[config.mk]
export PLATFORM = sky130hd
export DESIGN_NAME = retrying_packet_sender
export DESIGN_NICKNAME = d
export VERILOG_FILES = /design/src/hdl/rps_pkg.sv /design/src/hdl/rps_ram.sv /design/src/hdl/retrying_packet_sender.sv
export SDC_FILE = /design/constraint.sdc
export NUM_CORES = 1
export LEC_CHECK = 0
export ABC_AREA = 1
export BUFFER_PORTS_ARGS = -buffer_cell sky130_fd_sc_hd__buf_2
export CORE_ASPECT_RATIO = 1.2
export CORE_MARGIN = 2
export CORE_UTILIZATION = 38
export DETAILED_ROUTE_END_ITERATION = 10
export PLACE_DENSITY = 0.61
export REMOVE_ABC_BUFFERS = 1
export SLEW_MARGIN = 20
export SYNTH_ARGS = -nofsm -noshare
export SYNTH_HDL_FRONTEND = slang
export SYNTH_SLANG_ARGS = --single-unit
[constraint.sdc]
create_clock -name i_clk -period 3.7 [get_ports i_clk]
set_input_delay 0.37 -clock i_clk [delete_from_list [all_inputs] [get_ports i_clk]]
set_output_delay 0.37 -clock i_clk [all_outputs]
set_load 0.01 [all_outputs]
[src/hdl/rps_pkg.sv]
`timescale 1ns / 1ps
// Shared types and constants for the retrying packet sender.
// No dependencies; imported by the top level and used for the item structs.
package rps_pkg;

    localparam int STORE_DEPTH  = 31;
    localparam int PACKET_BYTES = 32;
    localparam int ECHO_OFFSET  = 4;
    localparam int POS_W        = 5;
    localparam int RXPOS_W      = 6;

    // action codes
    localparam logic [1:0] ACT_LOAD    = 2'd0;
    localparam logic [1:0] ACT_TRIGGER = 2'd1;
    localparam logic [1:0] ACT_TICK    = 2'd2;
    localparam logic [1:0] ACT_RX      = 2'd3;

    // result kinds
    localparam logic [1:0] KIND_STATUS  = 2'd0;
    localparam logic [1:0] KIND_TX      = 2'd1;
    localparam logic [1:0] KIND_PAYLOAD = 2'd2;

    // sender modes
    localparam logic [1:0] MODE_IDLE  = 2'd0;
    localparam logic [1:0] MODE_SEND  = 2'd1;
    localparam logic [1:0] MODE_ACKED = 2'd2;

    // outcomes
    localparam logic [1:0] OUT_PENDING = 2'd0;
    localparam logic [1:0] OUT_OK      = 2'd1;
    localparam logic [1:0] OUT_FAIL    = 2'd2;

    // configuration register indexes
    localparam logic [1:0] CFG_SEND_ONCE   = 2'd0;
    localparam logic [1:0] CFG_MAX_TRIES   = 2'd1;
    localparam logic [1:0] CFG_KEYWORD_LEN = 2'd2;

    typedef struct packed {
        logic [1:0]       action;
        logic [7:0]       byte_value;
        logic [POS_W-1:0] byte_pos;
        logic [POS_W-1:0] message_len;
        logic             rx_last;
    } t_in_item;

    typedef struct packed {
        logic [1:0] kind;
        logic [7:0] data;
        logic       run_last;
        logic [1:0] mode;
        logic [1:0] outcome;
        logic       accepted;
        logic [7:0] sequence_res;
        logic [7:0] tries_done;
    } t_out_item;

endpackage

[src/hdl/rps_ram.sv]
`timescale 1ns / 1ps
// Generic single-write, single-read RAM with a registered read port.
// Read data holds while no read is enabled. No dependencies.
module rps_ram #(
    parameter int WIDTH = 8,
    parameter int DEPTH = 31
) (
    input  logic                     i_clk,
    input  logic                     i_we,
    input  logic [$clog2(DEPTH)-1:0] i_wr_addr,
    input  logic [WIDTH-1:0]         i_wr_data,
    input  logic                     i_re,
    input  logic [$clog2(DEPTH)-1:0] i_rd_addr,
    output logic [WIDTH-1:0]         o_rd_data
);

    logic [WIDTH-1:0] r_mem [DEPTH];
    logic [WIDTH-1:0] r_rd_data;

    always_ff @(posedge i_clk) begin
        if (i_we) begin
            r_mem[i_wr_addr] <= i_wr_data;
        end
        if (i_re) begin
            r_rd_data <= r_mem[i_rd_addr];
        end
    end

    assign o_rd_data = r_rd_data;

endmodule

[src/hdl/retrying_packet_sender.sv]
`timescale 1ns / 1ps
// Retrying packet sender: stop-and-wait transmit with a retry limit.
// Uses rps_pkg for item structs and codes, and rps_ram for the message store.
//
// Usage:
//   Input items (i_in, valid/ready) load message bytes, trigger a send, tick
//   the retry timer or deliver received packet bytes. Result items leave on
//   o_out (valid/ready); a trigger in idle mode or a tick while sending yields
//   one transmit item per packet byte (sequence byte, then message), else one.
//   The config channel writes send_once, max_tries and keyword_len; write it
//   only while no item is in flight.
// Timing:
//   One item is worked on at a time. Load, trigger-when-busy and tick without
//   a resend pass through S_ONE, a received byte through S_RX (one message
//   store read) then S_ONE; a packet streams through S_TX one byte per cycle
//   from the store's registered read port while the receiver keeps up. The
//   result register lets the next item be accepted while the last result
//   still waits; if the receiver stalls, the stream holds in place.
// Reset:
//   Synchronous, active low: idle, outcome pending, counters cleared,
//   config registers at their defaults. The message store is not cleared.
module retrying_packet_sender
    import rps_pkg::*;
(
    input  logic        i_clk,
    input  logic        i_rst_n,
    input  logic        i_in_valid,
    output logic        o_in_ready,
    input  t_in_item    i_in,
    output logic        o_out_valid,
    input  logic        i_out_ready,
    output t_out_item   o_out,
    input  logic        i_cfg_valid,
    output logic        o_cfg_ready,
    input  logic [1:0]  i_cfg_index,
    input  logic [7:0]  i_cfg_data
);

    typedef enum logic [1:0] {
        S_IDLE,
        S_RX,
        S_ONE,
        S_TX
    } t_state;

    localparam logic [POS_W-1:0]   STORE_TOP = POS_W'(STORE_DEPTH);
    localparam logic [RXPOS_W-1:0] ECHO_OFF  = RXPOS_W'(ECHO_OFFSET);
    localparam logic [RXPOS_W:0]   PKT_LIM   = (RXPOS_W + 1)'(PACKET_BYTES);
    localparam logic [RXPOS_W-1:0] RXPOS_MAX = '1;

    t_state             r_state, n_state;
    logic [1:0]         r_mode, n_mode;
    logic [1:0]         r_outcome, n_outcome;
    logic [7:0]         r_tries, n_tries;
    logic [7:0]         r_seq, n_seq;
    logic [POS_W-1:0]   r_len, n_len;
    logic [RXPOS_W-1:0] r_rx_pos, n_rx_pos;
    logic               r_match, n_match;
    logic               r_send_once, n_send_once;
    logic [7:0]         r_max_tries, n_max_tries;
    logic [POS_W-1:0]   r_kw_len, n_kw_len;
    t_in_item           r_in, n_in;
    logic [POS_W-1:0]   r_idx, n_idx;
    logic               r_acc, n_acc;
    logic [1:0]         r_one_kind, n_one_kind;
    logic [7:0]         r_one_data, n_one_data;
    t_out_item          r_out, n_out;
    logic               r_out_valid, n_out_valid;

    logic               ram_we;
    logic [POS_W-1:0]   ram_wr_addr;
    logic [7:0]         ram_wr_data;
    logic               ram_re;
    logic [POS_W-1:0]   ram_rd_addr;
    logic [7:0]         ram_rd_data;

    logic               in_fire;
    logic               slot_free;
    logic [7:0]         tries_inc;
    logic [RXPOS_W-1:0] rx_off;
    logic [RXPOS_W-1:0] kw_end;
    logic               in_pkt;
    logic               do_cmp;
    logic [7:0]         echo_byte;
    logic               match_now;
    logic               fwd;
    logic               complete;

    rps_ram #(
        .WIDTH (8),
        .DEPTH (STORE_DEPTH)
    ) u_store (
        .i_clk     (i_clk),
        .i_we      (ram_we),
        .i_wr_addr (ram_wr_addr),
        .i_wr_data (ram_wr_data),
        .i_re      (ram_re),
        .i_rd_addr (ram_rd_addr),
        .o_rd_data (ram_rd_data)
    );

    assign o_in_ready  = (r_state == S_IDLE);
    assign o_cfg_ready = 1'b1;
    assign o_out_valid = r_out_valid;
    assign o_out       = r_out;

    assign in_fire   = i_in_valid && o_in_ready;
    assign slot_free = !r_out_valid || i_out_ready;
    assign tries_inc = r_tries + 8'd1;

    // echo check and payload window for a received byte
    assign rx_off    = r_rx_pos - ECHO_OFF;
    assign kw_end    = ECHO_OFF + {1'b0, r_kw_len};
    assign in_pkt    = {1'b0, r_rx_pos} < PKT_LIM;
    assign do_cmp    = in_pkt && (r_rx_pos >= ECHO_OFF) && (r_rx_pos < kw_end);
    assign echo_byte = (rx_off < {1'b0, r_len}) ? ram_rd_data : 8'd0;
    assign match_now = r_match && !(do_cmp && (r_in.byte_value != echo_byte));
    assign fwd       = in_pkt && match_now && (r_mode == MODE_SEND)
                       && (r_rx_pos >= (ECHO_OFF + RXPOS_W'(1) + {1'b0, r_len}));
    assign complete  = (({1'b0, r_rx_pos} + 7'd1) >= {1'b0, kw_end})
                       && ({1'b0, kw_end} <= PKT_LIM);

    always_comb begin
        n_state     = r_state;
        n_mode      = r_mode;
        n_outcome   = r_outcome;
        n_tries     = r_tries;
        n_seq       = r_seq;
        n_len       = r_len;
        n_rx_pos    = r_rx_pos;
        n_match     = r_match;
        n_send_once = r_send_once;
        n_max_tries = r_max_tries;
        n_kw_len    = r_kw_len;
        n_in        = r_in;
        n_idx       = r_idx;
        n_acc       = r_acc;
        n_one_kind  = r_one_kind;
        n_one_data  = r_one_data;
        n_out       = r_out;
        n_out_valid = r_out_valid && !i_out_ready;
        ram_we      = 1'b0;
        ram_wr_addr = i_in.byte_pos;
        ram_wr_data = i_in.byte_value;
        ram_re      = 1'b0;
        ram_rd_addr = r_idx;

        if (i_cfg_valid) begin
            case (i_cfg_index)
                CFG_SEND_ONCE:   n_send_once = i_cfg_data[0];
                CFG_MAX_TRIES:   n_max_tries = i_cfg_data;
                CFG_KEYWORD_LEN: n_kw_len    = i_cfg_data[POS_W-1:0];
                default: ;
            endcase
        end

        unique case (r_state)
            S_IDLE: begin
                if (in_fire) begin
                    n_in       = i_in;
                    n_acc      = 1'b0;
                    n_idx      = '0;
                    n_one_kind = KIND_STATUS;
                    n_one_data = 8'd0;
                    n_state    = S_ONE;
                    unique case (i_in.action)
                        ACT_LOAD: begin
                            ram_we = (i_in.byte_pos < STORE_TOP);
                        end
                        ACT_TRIGGER: begin
                            if (r_mode == MODE_IDLE) begin
                                n_len     = i_in.message_len;
                                n_seq     = r_seq + 8'd1;
                                n_acc     = 1'b1;
                                n_mode    = r_send_once ? MODE_IDLE : MODE_SEND;
                                n_outcome = r_send_once ? OUT_OK : OUT_PENDING;
                                n_state   = S_TX;
                            end
                        end
                        ACT_TICK: begin
                            if (r_mode == MODE_SEND) begin
                                n_state = S_TX;
                                if (tries_inc >= r_max_tries) begin
                                    n_tries   = 8'd0;
                                    n_mode    = MODE_IDLE;
                                    n_outcome = OUT_FAIL;
                                end else begin
                                    n_tries = tries_inc;
                                end
                            end else if (r_mode == MODE_ACKED) begin
                                n_mode    = MODE_IDLE;
                                n_tries   = 8'd0;
                                n_outcome = OUT_OK;
                            end
                        end
                        ACT_RX: begin
                            // fetch the keyword byte this position would echo
                            ram_rd_addr = rx_off[POS_W-1:0];
                            ram_re      = (rx_off < {1'b0, STORE_TOP});
                            n_state     = S_RX;
                        end
                        default: ;
                    endcase
                end
            end
            S_RX: begin
                n_match = match_now;
                if (fwd) begin
                    n_one_kind = KIND_PAYLOAD;
                    n_one_data = r_in.byte_value;
                end
                if (r_in.rx_last) begin
                    if (match_now && complete && (r_mode == MODE_SEND)) begin
                        n_mode = MODE_ACKED;
                    end
                    n_rx_pos = '0;
                    n_match  = 1'b1;
                end else if (r_rx_pos != RXPOS_MAX) begin
                    n_rx_pos = r_rx_pos + RXPOS_W'(1);
                end
                n_state = S_ONE;
            end
            S_ONE: begin
                if (slot_free) begin
                    n_out_valid        = 1'b1;
                    n_out.kind         = r_one_kind;
                    n_out.data         = r_one_data;
                    n_out.run_last     = 1'b1;
                    n_out.mode         = r_mode;
                    n_out.outcome      = r_outcome;
                    n_out.accepted     = 1'b0;
                    n_out.sequence_res = r_seq;
                    n_out.tries_done   = r_tries;
                    n_state            = S_IDLE;
                end
            end
            S_TX: begin
                if (slot_free) begin
                    n_out_valid        = 1'b1;
                    n_out.kind         = KIND_TX;
                    n_out.data         = (r_idx == '0) ? r_seq : ram_rd_data;
                    n_out.run_last     = (r_idx == r_len);
                    n_out.mode         = r_mode;
                    n_out.outcome      = r_outcome;
                    n_out.accepted     = r_acc;
                    n_out.sequence_res = r_seq;
                    n_out.tries_done   = r_tries;
                    // prefetch the store byte for the next packet byte
                    ram_rd_addr        = r_idx;
                    ram_re             = (r_idx < r_len);
                    if (r_idx == r_len) begin
                        n_state = S_IDLE;
                    end else begin
                        n_idx = r_idx + POS_W'(1);
                    end
                end
            end
            default: n_state = S_IDLE;
        endcase
    end

    always_ff @(posedge i_clk) begin
        if (!i_rst_n) begin
            r_state     <= S_IDLE;
            r_mode      <= MODE_IDLE;
            r_outcome   <= OUT_PENDING;
            r_tries     <= 8'd0;
            r_seq       <= 8'd0;
            r_len       <= '0;
            r_rx_pos    <= '0;
            r_match     <= 1'b1;
            r_send_once <= 1'b0;
            r_max_tries <= 8'd5;
            r_kw_len    <= POS_W'(4);
            r_idx       <= '0;
            r_acc       <= 1'b0;
            r_out_valid <= 1'b0;
        end else begin
            r_state     <= n_state;
            r_mode      <= n_mode;
            r_outcome   <= n_outcome;
            r_tries     <= n_tries;
            r_seq       <= n_seq;
            r_len       <= n_len;
            r_rx_pos    <= n_rx_pos;
            r_match     <= n_match;
            r_send_once <= n_send_once;
            r_max_tries <= n_max_tries;
            r_kw_len    <= n_kw_len;
            r_idx       <= n_idx;
            r_acc       <= n_acc;
            r_out_valid <= n_out_valid;
        end
        r_in       <= n_in;
        r_one_kind <= n_one_kind;
        r_one_data <= n_one_data;
        r_out      <= n_out;
    end

endmodule
==> results.json, run 1 <==
{
  "timing.setup.critical_path_class": "reg2reg",
  "synthDominantCellAreaShare": 0.586,
  "critPathMostFrequentCell": "nand2_1",
  "critical_path.max_fanout": 16,
  "dp.final_hpwl_mm": 24.1,
  "die-area_um2": 42900,
  "ys_top_cells_by_count": "edfxtp_1, nor2_1, o21ai_0",
  "drc": 0,
  "cpMaxStageDelayCell": "nand4_1",
  "finalSetupViolations": 0,
  "synth_area_leaders": "edfxtp_1, dfxtp_1, nor2_1, o21ai_0, ha_1",
  "synth_enable_flop_cells": 306,
  "cts_setup_buffers": 0,
  "cts.repair.resized": 0,
  "ir_worst_vdd_v": 0.000505,
  "routedWlPerCell_um": 18.5,
  "worst-r2r-cell-count": 16,
  "r2r_setup_slack_ns": 0.44,
  "gpl.final_weighted_congestion": 0.839,
  "global_route_total_usage_across_every_layer": 0.174,
  "start_util": 0.385,
  "crit-reg2reg-capture": "r_one_kind[1]$_DFFE_PP_",
  "portBuffers": 69,
  "fin_skew_ns": 0.0176,
  "cts_htree_levels": 2,
  "synth_warnings": 0,
  "powerDensity_nw_per_um2": 630,
  "antenna_found_initial": 0,
  "multi_input_area_um2": 4670,
  "cts_tree": "built",
  "postSynth.topFlopCell": "edfxtp_1",
  "final_nets": 1564,
  "timing.final.ws_setup_ns": 0.440,
  "design.core.area_um2": 40700,
  "report.final.slew_viol_count": 0,
  "holdPathEnd": "r_max_tries[2]$_SDFFE_PN1P_",
  "min_path_type": "in2reg",
  "synth_most_common_cell": "edfxtp_1",
  "firstDrtPassIters": 5,
  "cts_clock_pin_slew_for_the_worst_setup_and_hold_paths_ns": 0.06,
  "rsz_0062_raised_after_global_routing": "false",
  "worst_case_setup_slack_after_placement_ns": 0.509,
  "yosysSeqAreaShare": 0.656,
  "ioPinCount": 71,
  "drive_gt1_frac": 0.110,
  "root_buffer": "clkbuf_16",
  "cts-buffers-inserted": 38,
  "synthesis.instances": 1389,
  "hold_depth": 3,
  "post-route-period-util": 0.881,
  "count_of_state_elements_after_synthesis": 361,
  "fmax_ghz": 0.307,
  "timing.rr.start": "r_rx_pos[2]$_SDFFE_PN0P_",
  "final.hold.worst_slack_ns": 0.0899,
  "cts_hold_buffers": 1,
  "synth.largest_area_cell": "edfxtp_1",
  "drt.antenna.violating_nets": 0,
  "area.sequential_um2": 10300,
  "async_reset_ff_frac": 0,
  "worst_path_largest_cell_delay_ns": 0.49,
  "final.fill_count": 3773,
  "routed_via_density": 5.26,
  "clock_insertion_delay_worst_skew_ns": 0.54,
  "timing.critical_path.buf_inv": 3,
  "num_vias": 10700,
  "die_width_um": 189,
  "clockBufferDepth": 3,
  "fp.dieH_um": 227,
  "data_arrival_at_the_endpoint_of_the_critical_path_ns": 3.49,
  "timing.max_slew.rel_slack": 0.380,
  "detail_route.iter0.violations": 872,
  "max_cap_viol_count": 0,
  "post-route-min-period_ns": 3.26,
  "cp_top_delay_family": "simple AND/OR/NAND/NOR gates",
  "syn_area_um2": 15700,
  "antenna_cells_inserted": 0,
  "route.final.wire_length_mm": 37.5,
  "grt_pass1_vias": 10400,
  "start_kind": "flip-flop",
  "cp_cell_sequence": "inv_1, ha_1, xnor2_1, inv_1, ha_1, nand4_1, nand3_1, nand2_1, nand2_1, nand3_1, nor2_1, nand2_1, nand2_1, nand4_1, a21oi_1, buf_4",
  "endpoint_kind": "flip-flop",
  "hold_start": "i_cfg_data[2]",
  "outcome": "finished, final reports clean",
  "syn2layout_area_growth_pct": 14.3,
  "yosysUniqueCellTypes": 41,
  "syn_avg_cell_area_um2": 11.3,
  "worst_ep_required_time_ns": 3.93,
  "total_leakage_power_nw": 6.43,
  "rows": 81,
  "grt_pass1_wl_mm": 57.9,
  "grt_overflow": 0,
  "hold_violations": 0,
  "max_slew.worst_pin.slew_ns": 0.931,
  "pin_count_of_the_biggest_net_entering_global_routing": 121,
  "clkSinkCount": 361
}
==> worst register-to-register path: cells and delay by family (launching register included) <==
kind | cells | cell delay (ns)
flops | 1 | 0.32
xor+xnor | 1 | 0.23
simple gates | 9 | 1.37
buf+inv | 3 | 0.37
compound gates | 1 | 0.14
fa+ha+maj | 2 | 0.53
==> state kept, by name (all words and copies together) (netlist names) <==
name and cells:
r_kw_len 5, o_out 32, r_one_data 8, u_store.r_mem 248
r_one_kind 1, r_match 1, r_mode 2, r_acc 1
r_send_once 1, r_seq 8, r_idx 5, u_store.o_rd_data 8
r_len 5, r_max_tries 8, r_in 9, r_state 2
r_outcome 2, r_rx_pos 6, r_tries 8, o_out_valid 1
==> cell type report <==
| cell class | instances | share of cell area |
|---|---|---|
| Clock inverter | 18 | 0.0124 |
| Tap cell | 539 | 0.0376 |
| Inverter | 113 | 0.0237 |
| Multi-Input combinational cell | 855 | 0.260 |
| Sequential cell | 361 | 0.574 |
| Timing Repair Buffer | 103 | 0.0364 |
| Clock buffer | 45 | 0.0557 |
==> worst max-delay path by stage <==
stage / depth (start not counted) / from / endpoint / slack (ns)
4_1_cts: 16 / r_rx_pos[2]$_SDFFE_PN0P_ / r_one_kind[1]$_DFFE_PP_ / 0.48
3_3_place_gp: 16 / r_rx_pos[2]$_SDFFE_PN0P_ / r_one_data[7]$_SDFFCE_PN0P_ / 0.68
6_report: 16 / r_rx_pos[2]$_SDFFE_PN0P_ / r_one_kind[1]$_DFFE_PP_ / 0.44
5_1_grt: 16 / r_rx_pos[2]$_SDFFE_PN0P_ / r_one_data[2]$_SDFFCE_PN0P_ / 0.24
3_5_place_dp: 16 / r_rx_pos[2]$_SDFFE_PN0P_ / r_one_kind[1]$_DFFE_PP_ / 0.51
2_1_floorplan: 11 / r_state[0]$_SDFFE_PN0P_ / u_store.o_rd_data[2]$_DFFE_PP_ / -1.88
==> kinds of logic after synthesis <==
logic type	count (synthesis)	synth area share
muxes	1	0.000718
AOI/OAI and AO/OA	356	0.130
and+or+nand+nor	426	0.113
xor gates and xnor gates	15	0.00837
other	1	0.000239
DFF	361	0.656
adders and majority gates	56	0.0447
buffers and inverters	173	0.0474
==> power by group <==
group	leakage, nW	internal [mW]	switching, mW
sequential	3.23	4.73	0.109
combinational	2.62	0.823	1.87
clock	0.583	2.21	1.56
==> layout by cell type (no fill, tap or decap), types with 2 or more instances in the layout <==
| cell | synthesis | layout |
|---|---|---|
| buf_4 | 5 | 29 |
| buf_12 | 0 | 4 |
| nor2_1 | 219 | 218 |
| nand3_1 | 44 | 44 |
| xor2_1 | 11 | 11 |
| a21oi_1 | 68 | 68 |
| inv_2 | 3 | 3 |
| nor3_1 | 14 | 14 |
| nand2_1 | 121 | 120 |
| a31oi_1 | 9 | 9 |
| nand4_1 | 16 | 16 |
| clkinvlp_4 | 0 | 3 |
| a211oi_1 | 2 | 2 |
| clkbuf_16 | 0 | 39 |
| clkinv_8 | 0 | 2 |
| bufinv_16 | 0 | 4 |
| xnor2_1 | 4 | 4 |
| nand2_2 | 1 | 2 |
| o211ai_1 | 17 | 17 |
| and3_1 | 2 | 2 |
| ha_1 | 56 | 56 |
| a22oi_1 | 5 | 5 |
| nor3b_1 | 4 | 4 |
| dfxtp_1 | 55 | 55 |
| inv_1 | 109 | 109 |
| o22ai_1 | 26 | 26 |
| buf_2 | 24 | 69 |
| edfxtp_1 | 306 | 306 |
| o21bai_1 | 2 | 2 |
| o21a_1 | 6 | 6 |
| clkinv_1 | 1 | 6 |
| o21ai_0 | 156 | 156 |
| o21ai_1 | 29 | 28 |
| nor4_1 | 2 | 2 |
| o221ai_1 | 32 | 32 |
| clkinv_2 | 0 | 2 |
| clkbuf_1 | 25 | 6 |
==> metal layers <==
metal	share of wire	up-vias	track usage	wire [um]
met5	0	-	0	0
met1	0.43	5099	0.221	16100
met4	0.034	0	0.0693	1270
li1	-	5157	-	-
met2	0.48	358	0.301	18200
met3	0.052	80	0.0237	1970
==> through the flow <==
| step | cells | total power, mW | TNS [ns] | instance area [um^2] | util |
|---|---|---|---|---|---|
| 3_5_place_dp | 1970 | 7.62 | 0 | 16700 | 0.410 |
| 2_1_floorplan | 1329 | 6.56 | -14.44 | 15400 | - |
| 5_1_grt | 2034 | 11.9 | 0 | 17900 | 0.440 |
| 4_1_cts | 2034 | 11.4 | 0 | 17900 | 0.440 |
| 6_report | 2034 | 11.3 | 0 | 17900 | 0.440 |
| 3_3_place_gp | 1970 | 7.57 | 0 | 16700 | 0.410 |
Power figures use the tool's default switching activity.
==> inputs of run 2 (changes only) <==
RECOVER_POWER = 25   (was not set)
clock period = 3.93 ns   (was 3.7 ns; I/O delays follow)
==> run 2 against run 1 <==
  * The run now ends with max-capacitance violations, max-slew violations left
  * Sequential power down 5.8%
  * Combinational power down 6%
  * Cell count down 0.49%
  * Hold slack worse by 0.052 ns
  * Setup slack better by 0.10 ns
  * Clock-buffer cell count up 10
  * Power down 6.5%
  * Clock skew down 0.0081 ns
  * Sequential share of layout area up 0.50 points
  * Cell area down 0.86%
  * First-iteration DRC count down 4.9%
  * Die area unchanged
  * Critical endpoint is now r_one_data[3]$_SDFFCE_PN0P_
  * Highest routed layer unchanged
==> results.json, run 2 (synthesized netlist as in run 1, its figures left out) <==
{
  "outcome": "complete, but fails checks",
  "failed_checks": "max-capacitance violations, max-slew violations",
  "routedWlPerCell_um": 18.3,
  "drive_gt1_frac": 0.0963,
  "routed_via_density": 5.24,
  "global_route_total_usage_across_every_layer": 0.174,
  "max_slew.worst_pin.slew_ns": 1.60,
  "rsz_0062_raised_after_global_routing": "false",
  "clockBufferDepth": 3,
  "largest-register": "u_store.r_mem",
  "timing.max_slew.rel_slack": -0.0683,
  "timing.critical_path.buf_inv": 3,
  "worst_ep_required_time_ns": 4.18,
  "clkSinkCount": 361,
  "hold_violations": 0,
  "worst_path_largest_cell_delay_ns": 0.48,
  "place_inst": 1953,
  "min_path_type": "in2reg",
  "post-route-period-util": 0.863,
  "grt_overflow": 0,
  "critPathMostFrequentCell": "nand2_1",
  "finalSetupViolations": 0,
  "max_cap_viol_count": 3,
  "detail_route.iter0.violations": 829,
  "final.fill_count": 3808,
  "cts_htree_levels": 2,
  "mostFrequentLayoutCells": "edfxtp_1, nor2_1, o21ai_0",
  "total_leakage_power_nw": 6.32,
  "design.core.area_um2": 40700,
  "report.final.slew_viol_count": 98,
  "ir_worst_vdd_v": 0.000368,
  "critical_path.max_fanout": 16,
  "r2r_setup_slack_ns": 0.54,
  "cts_setup_buffers": 0,
  "layout.cells.non_filler": 2024,
  "powerDensity_nw_per_um2": 595,
  "cp_top_delay_family": "simple AND/OR/NAND/NOR gates",
  "rows": 81,
  "largest_reg_flops": 248,
  "start_util": 0.385,
  "final_nets": 1547,
  "root_buffer": "clkbuf_16",
  "data_arrival_at_the_endpoint_of_the_critical_path_ns": 3.64,
  "area.sequential_um2": 10300,
  "multi_input_area_um2": 4670,
  "route.final.wire_length_mm": 37.1,
  "portBuffers": 69,
  "clock_insertion_delay_worst_skew_ns": 0.54,
  "die_width_um": 189,
  "drt.antenna.violating_nets": 0,
  "cts.repair.resized": 0,
  "final.hold.worst_slack_ns": 0.0377,
  "ioPinCount": 71,
  "dp.final_hpwl_mm": 23.9,
  "antenna_found_initial": 0,
  "die-area_um2": 42900,
  "firstDrtPassIters": 5,
  "cpMaxStageDelayCell": "nand4_1",
  "cts_clock_pin_slew_for_the_worst_setup_and_hold_paths_ns": 0.06,
  "gpl.final_weighted_congestion": 0.837,
  "mostFrequentLayoutCell": "edfxtp_1",
  "start_kind": "flip-flop",
  "num_vias": 10600,
  "cts-buffers-inserted": 39,
  "syn2layout_area_growth_pct": 13.3,
  "endpoint_kind": "flip-flop",
  "post-route-min-period_ns": 3.39,
  "drc": 0,
  "pin_count_of_the_biggest_net_entering_global_routing": 121,
  "cts_tree": "built",
  "fmax_ghz": 0.295,
  "cp_cell_sequence": "inv_1, ha_1, xnor2_1, inv_1, ha_1, nand4_1, nand3_1, nand2_1, nand2_1, nand3_1, nor2_1, nand2_1, nand2_1, nand4_1, a21oi_1, buf_4",
  "fp.dieH_um": 227,
  "fin_skew_ns": 0.00951,
  "timing.setup.critical_path_class": "reg2reg",
  "grt_pass1_wl_mm": 57.9,
  "antenna_cells_inserted": 0,
  "cts_hold_buffers": 0,
  "grt_pass1_vias": 10400,
  "tns_ns": 0
}
==> run 2: changes by cell type in the layout (fill, tap and decap cells not counted), sizes merged <==
cell,previous run,this run
clkbuf,45,61
bufinv,4,1
clkinv,11,13
clkinvlp,3,1
dlygate4sd3,1,0
buf,102,79
inv,113,114
==> run 2: final cells by class <==
| cell class | count | area share |
|---|---|---|
| clock inverters | 16 | 0.00690 |
| clock buffers | 55 | 0.0612 |
| multi-input cells | 855 | 0.263 |
| flip-flops and latches | 361 | 0.579 |
| well taps | 539 | 0.0379 |
| inverters | 113 | 0.0239 |
| repair buffers | 85 | 0.0286 |
==> run 2: worst paths after layout <==
kind | startpoint | to | cells past startpoint
hold / removal | i_in[0] | r_in[0]$_DFFE_PP_ | 1
hold reg to reg | r_outcome[1]$_SDFFE_PN0P_ | o_out[18]$_DFFE_PP_ | 0
setup / recovery | r_rx_pos[3]$_SDFFE_PN0P_ | r_one_data[3]$_SDFFCE_PN0P_ | 16
setup reg to reg | r_rx_pos[3]$_SDFFE_PN0P_ | r_one_data[3]$_SDFFCE_PN0P_ | 16
==> run 2: metal layers <==
metal | global-route usage | share of wire | up-vias
met5 | 0 | 0 | -
met1 | 0.218 | 0.42 | 5079
met2 | 0.309 | 0.50 | 334
li1 | - | - | 5120
met3 | 0.0282 | 0.057 | 63
met4 | 0.0530 | 0.025 | 0
==> run 2: power breakdown <==
part,internal (mW),switching [mW]
Sequential,4.46,0.102
Combinational,0.763,1.78
Clock,2.00,1.47
==> run 2: per-stage QoR <==
step | utilization | cell area (um^2) | setup slack (ns) | power, mW
2_1_floorplan | - | 15400 | -1.65 | 6.18
3_3_place_gp | 0.407 | 16600 | 0.751 | 7.13
3_5_place_dp | 0.407 | 16600 | 0.604 | 7.18
4_1_cts | 0.436 | 17800 | 0.590 | 10.6
5_1_grt | 0.436 | 17800 | 0.177 | 11.1
6_report | 0.436 | 17800 | 0.540 | 10.6
==> inputs of run 3 (changes only) <==
CORE_UTILIZATION = 30   (was 38)
PLACE_DENSITY = 0.52   (was 0.61)
==> run 3 against run 2 <==
  * The flow still finishes with violations (max-capacitance violations, max-slew violations)
  * Critical path depth did not move
  * Clock skew rose by 0.027 ns
  * Wire length rose by 4.4%
  * First-iteration DRC count rose by 4.8%
  * Non-clock buffer count rose by 10
  * Cell count rose by 8.3%
  * Setup slack got worse by 0.034 ns
  * Via count fell by 0.47%
  * Register-to-register slack got worse by 0.03 ns
  * Flip-flop and latch count did not move
  * Combinational power barely moved
  * Critical path type unchanged
  * Critical endpoint is now r_one_data[6]$_SDFFCE_PN0P_
  * Largest cell class unchanged
==> results.json, run 3 (synthesized netlist as in run 1, its figures left out) <==
{
  "outcome": "complete, but fails checks",
  "failed_checks": "max-capacitance violations, max-slew violations",
  "antenna_cells_inserted": 0,
  "die_width_um": 213,
  "max_cap_viol_count": 6,
  "hold_violations": 0,
  "cpMaxStageDelayCell": "nand4_1",
  "clock_insertion_delay_worst_skew_ns": 0.57,
  "drt.antenna.violating_nets": 0,
  "gpl.final_weighted_congestion": 0.859,
  "timing.final.ws_setup_ns": 0.506,
  "portBuffers": 69,
  "die-area_um2": 54100,
  "grt_overflow": 0,
  "dp.final_hpwl_mm": 25.2,
  "ioPinCount": 71,
  "cts_clock_pin_slew_for_the_worst_setup_and_hold_paths_ns": 0.05,
  "crit-reg2reg-capture": "r_one_data[6]$_SDFFCE_PN0P_",
  "report.final.slew_viol_count": 132,
  "route.final.wire_length_mm": 38.7,
  "cp_cell_sequence": "inv_1, ha_1, xnor2_1, inv_1, ha_1, nand4_1, nand3_1, nand2_1, nand2_1, nand2_1, nor2_1, nand2_1, nand2_1, nand4_1, a21oi_1, buf_4",
  "max_slew.worst_pin.slew_ns": 1.63,
  "cts_tree": "built",
  "drc": 0,
  "post-route-min-period_ns": 3.42,
  "grt_pass1_wl_mm": 60.0,
  "cts.repair.resized": 0,
  "grt_pass1_vias": 10500,
  "syn2layout_area_growth_pct": 16.0,
  "fin_skew_ns": 0.0360,
  "rsz_0062_raised_after_global_routing": "false",
  "cts_htree_levels": 2,
  "powerDensity_nw_per_um2": 605,
  "total_leakage_power_nw": 6.44,
  "r2r_setup_slack_ns": 0.51,
  "start_util": 0.304,
  "start_kind": "flip-flop",
  "holdPathEnd": "r_kw_len[3]$_SDFFE_PN0P_",
  "timing.max_slew.rel_slack": -0.0840,
  "post_layout_power_mw": 11.0,
  "routedWlPerCell_um": 17.7,
  "cts_hold_buffers": 1,
  "worst_ep_required_time_ns": 4.17,
  "fmax_ghz": 0.292,
  "placement.cell_area_um2": 16800,
  "largest-register": "u_store.r_mem",
  "worst_case_setup_slack_after_placement_ns": 0.523,
  "mostFrequentLayoutCell": "edfxtp_1",
  "critical_path.max_fanout": 16,
  "stdcell_area_um2": 18200,
  "layout.cells.non_filler": 2193,
  "post-route-period-util": 0.871,
  "tns_ns": 0,
  "hold_depth": 3,
  "mostFrequentLayoutCells": "edfxtp_1, nor2_1, o21ai_0",
  "final.hold.worst_slack_ns": 0.0830,
  "ir_worst_vdd_v": 0.000394,
  "drive_gt1_frac": 0.104,
  "worst-r2r-cell-count": 16,
  "num_vias": 10500,
  "root_buffer": "clkbuf_16",
  "endpoint_kind": "flip-flop",
  "global_route_total_usage_across_every_layer": 0.145,
  "clockBufferDepth": 3,
  "final_nets": 1559,
  "data_arrival_at_the_endpoint_of_the_critical_path_ns": 3.67,
  "worst_path_largest_cell_delay_ns": 0.48,
  "largest_reg_flops": 248,
  "design.core.area_um2": 51600,
  "rows": 91,
  "routed_via_density": 4.81,
  "clkSinkCount": 361,
  "hold_start": "i_cfg_data[3]",
  "detail_route.iter0.violations": 869,
  "finalSetupViolations": 0,
  "layout.core_utilization": 0.353,
  "place_inst": 2120,
  "firstDrtPassIters": 5,
  "critPathMostFrequentCell": "nand2_1",
  "timing.critical_path.buf_inv": 3,
  "fp.dieH_um": 254,
  "timing.rr.start": "r_rx_pos[3]$_SDFFE_PN0P_",
  "cts-buffers-inserted": 41,
  "min_path_type": "in2reg",
  "antenna_found_initial": 1,
  "cp_top_delay_family": "simple AND/OR/NAND/NOR gates",
  "cts_setup_buffers": 0,
  "timing.setup.critical_path_class": "reg2reg",
  "pin_count_of_the_biggest_net_entering_global_routing": 121
}
run 3: cell count changes in the layout (fill, tap and decap cells not counted), moves of 2 or more:
cell / previous run / this run
bufinv_16: 1 / 6
buf_4: 12 / 21
clkinv_2: 4 / 6
clkbuf_8: 3 / 0
clkbuf_16: 40 / 42
run 3: worst max-delay path by stage:
| stage | start | endpoint | slack [ns] | cells past startpoint |
|---|---|---|---|---|
| floorplan | r_state[0]$_SDFFE_PN0P_ | u_store.o_rd_data[2]$_DFFE_PP_ | -1.65 | 11 |
| detailed placement | r_rx_pos[3]$_SDFFE_PN0P_ | r_one_data[6]$_SDFFCE_PN0P_ | 0.52 | 16 |
| finish | r_rx_pos[3]$_SDFFE_PN0P_ | r_one_data[6]$_SDFFCE_PN0P_ | 0.51 | 16 |
| global route | r_rx_pos[3]$_SDFFE_PN0P_ | r_one_data[4]$_SDFFCE_PN0P_ | 0.06 | 16 |
| global placement | r_rx_pos[3]$_SDFFE_PN0P_ | r_one_kind[1]$_DFFE_PP_ | 0.72 | 16 |
| CTS | r_rx_pos[3]$_SDFFE_PN0P_ | r_one_data[6]$_SDFFCE_PN0P_ | 0.47 | 16 |
run 3: layout make-up:
class / instances / area [um^2]
tap: 697 / 872
fill: 5072 / 33400
timing repair buffer: 95 / 584
inverter: 113 / 424
sequential: 361 / 10300
clock inverter: 20 / 262
clock buffer: 52 / 1090
multi-input combinational: 855 / 4670
run 3: routing by layer:
layer  GRT usage  share of wire
met3      0.0288          0.047
met4      0.0615          0.040
met2       0.242           0.47
met1       0.182           0.44
met5           0        0.00031
run 3: worst reg2reg max path: stages (launching register included):
cell and delay, ns:
dfxtp_1 0.45, inv_1 0.14, ha_1 0.24, xnor2_1 0.23
inv_1 0.10, ha_1 0.30, nand4_1 0.48, nand3_1 0.27
nand2_1 0.07, nand2_1 0.07, nand2_1 0.06, nor2_1 0.12
nand2_1 0.07, nand2_1 0.10, nand4_1 0.09, a21oi_1 0.15
buf_4 0.19
run 3: power by group:
group	internal, mW	leakage, nW	total, mW	switching (mW)
Clock	2.35	0.657	3.88	1.53
Sequential	4.46	3.23	4.57	0.110
Combinational	0.773	2.56	2.56	1.79
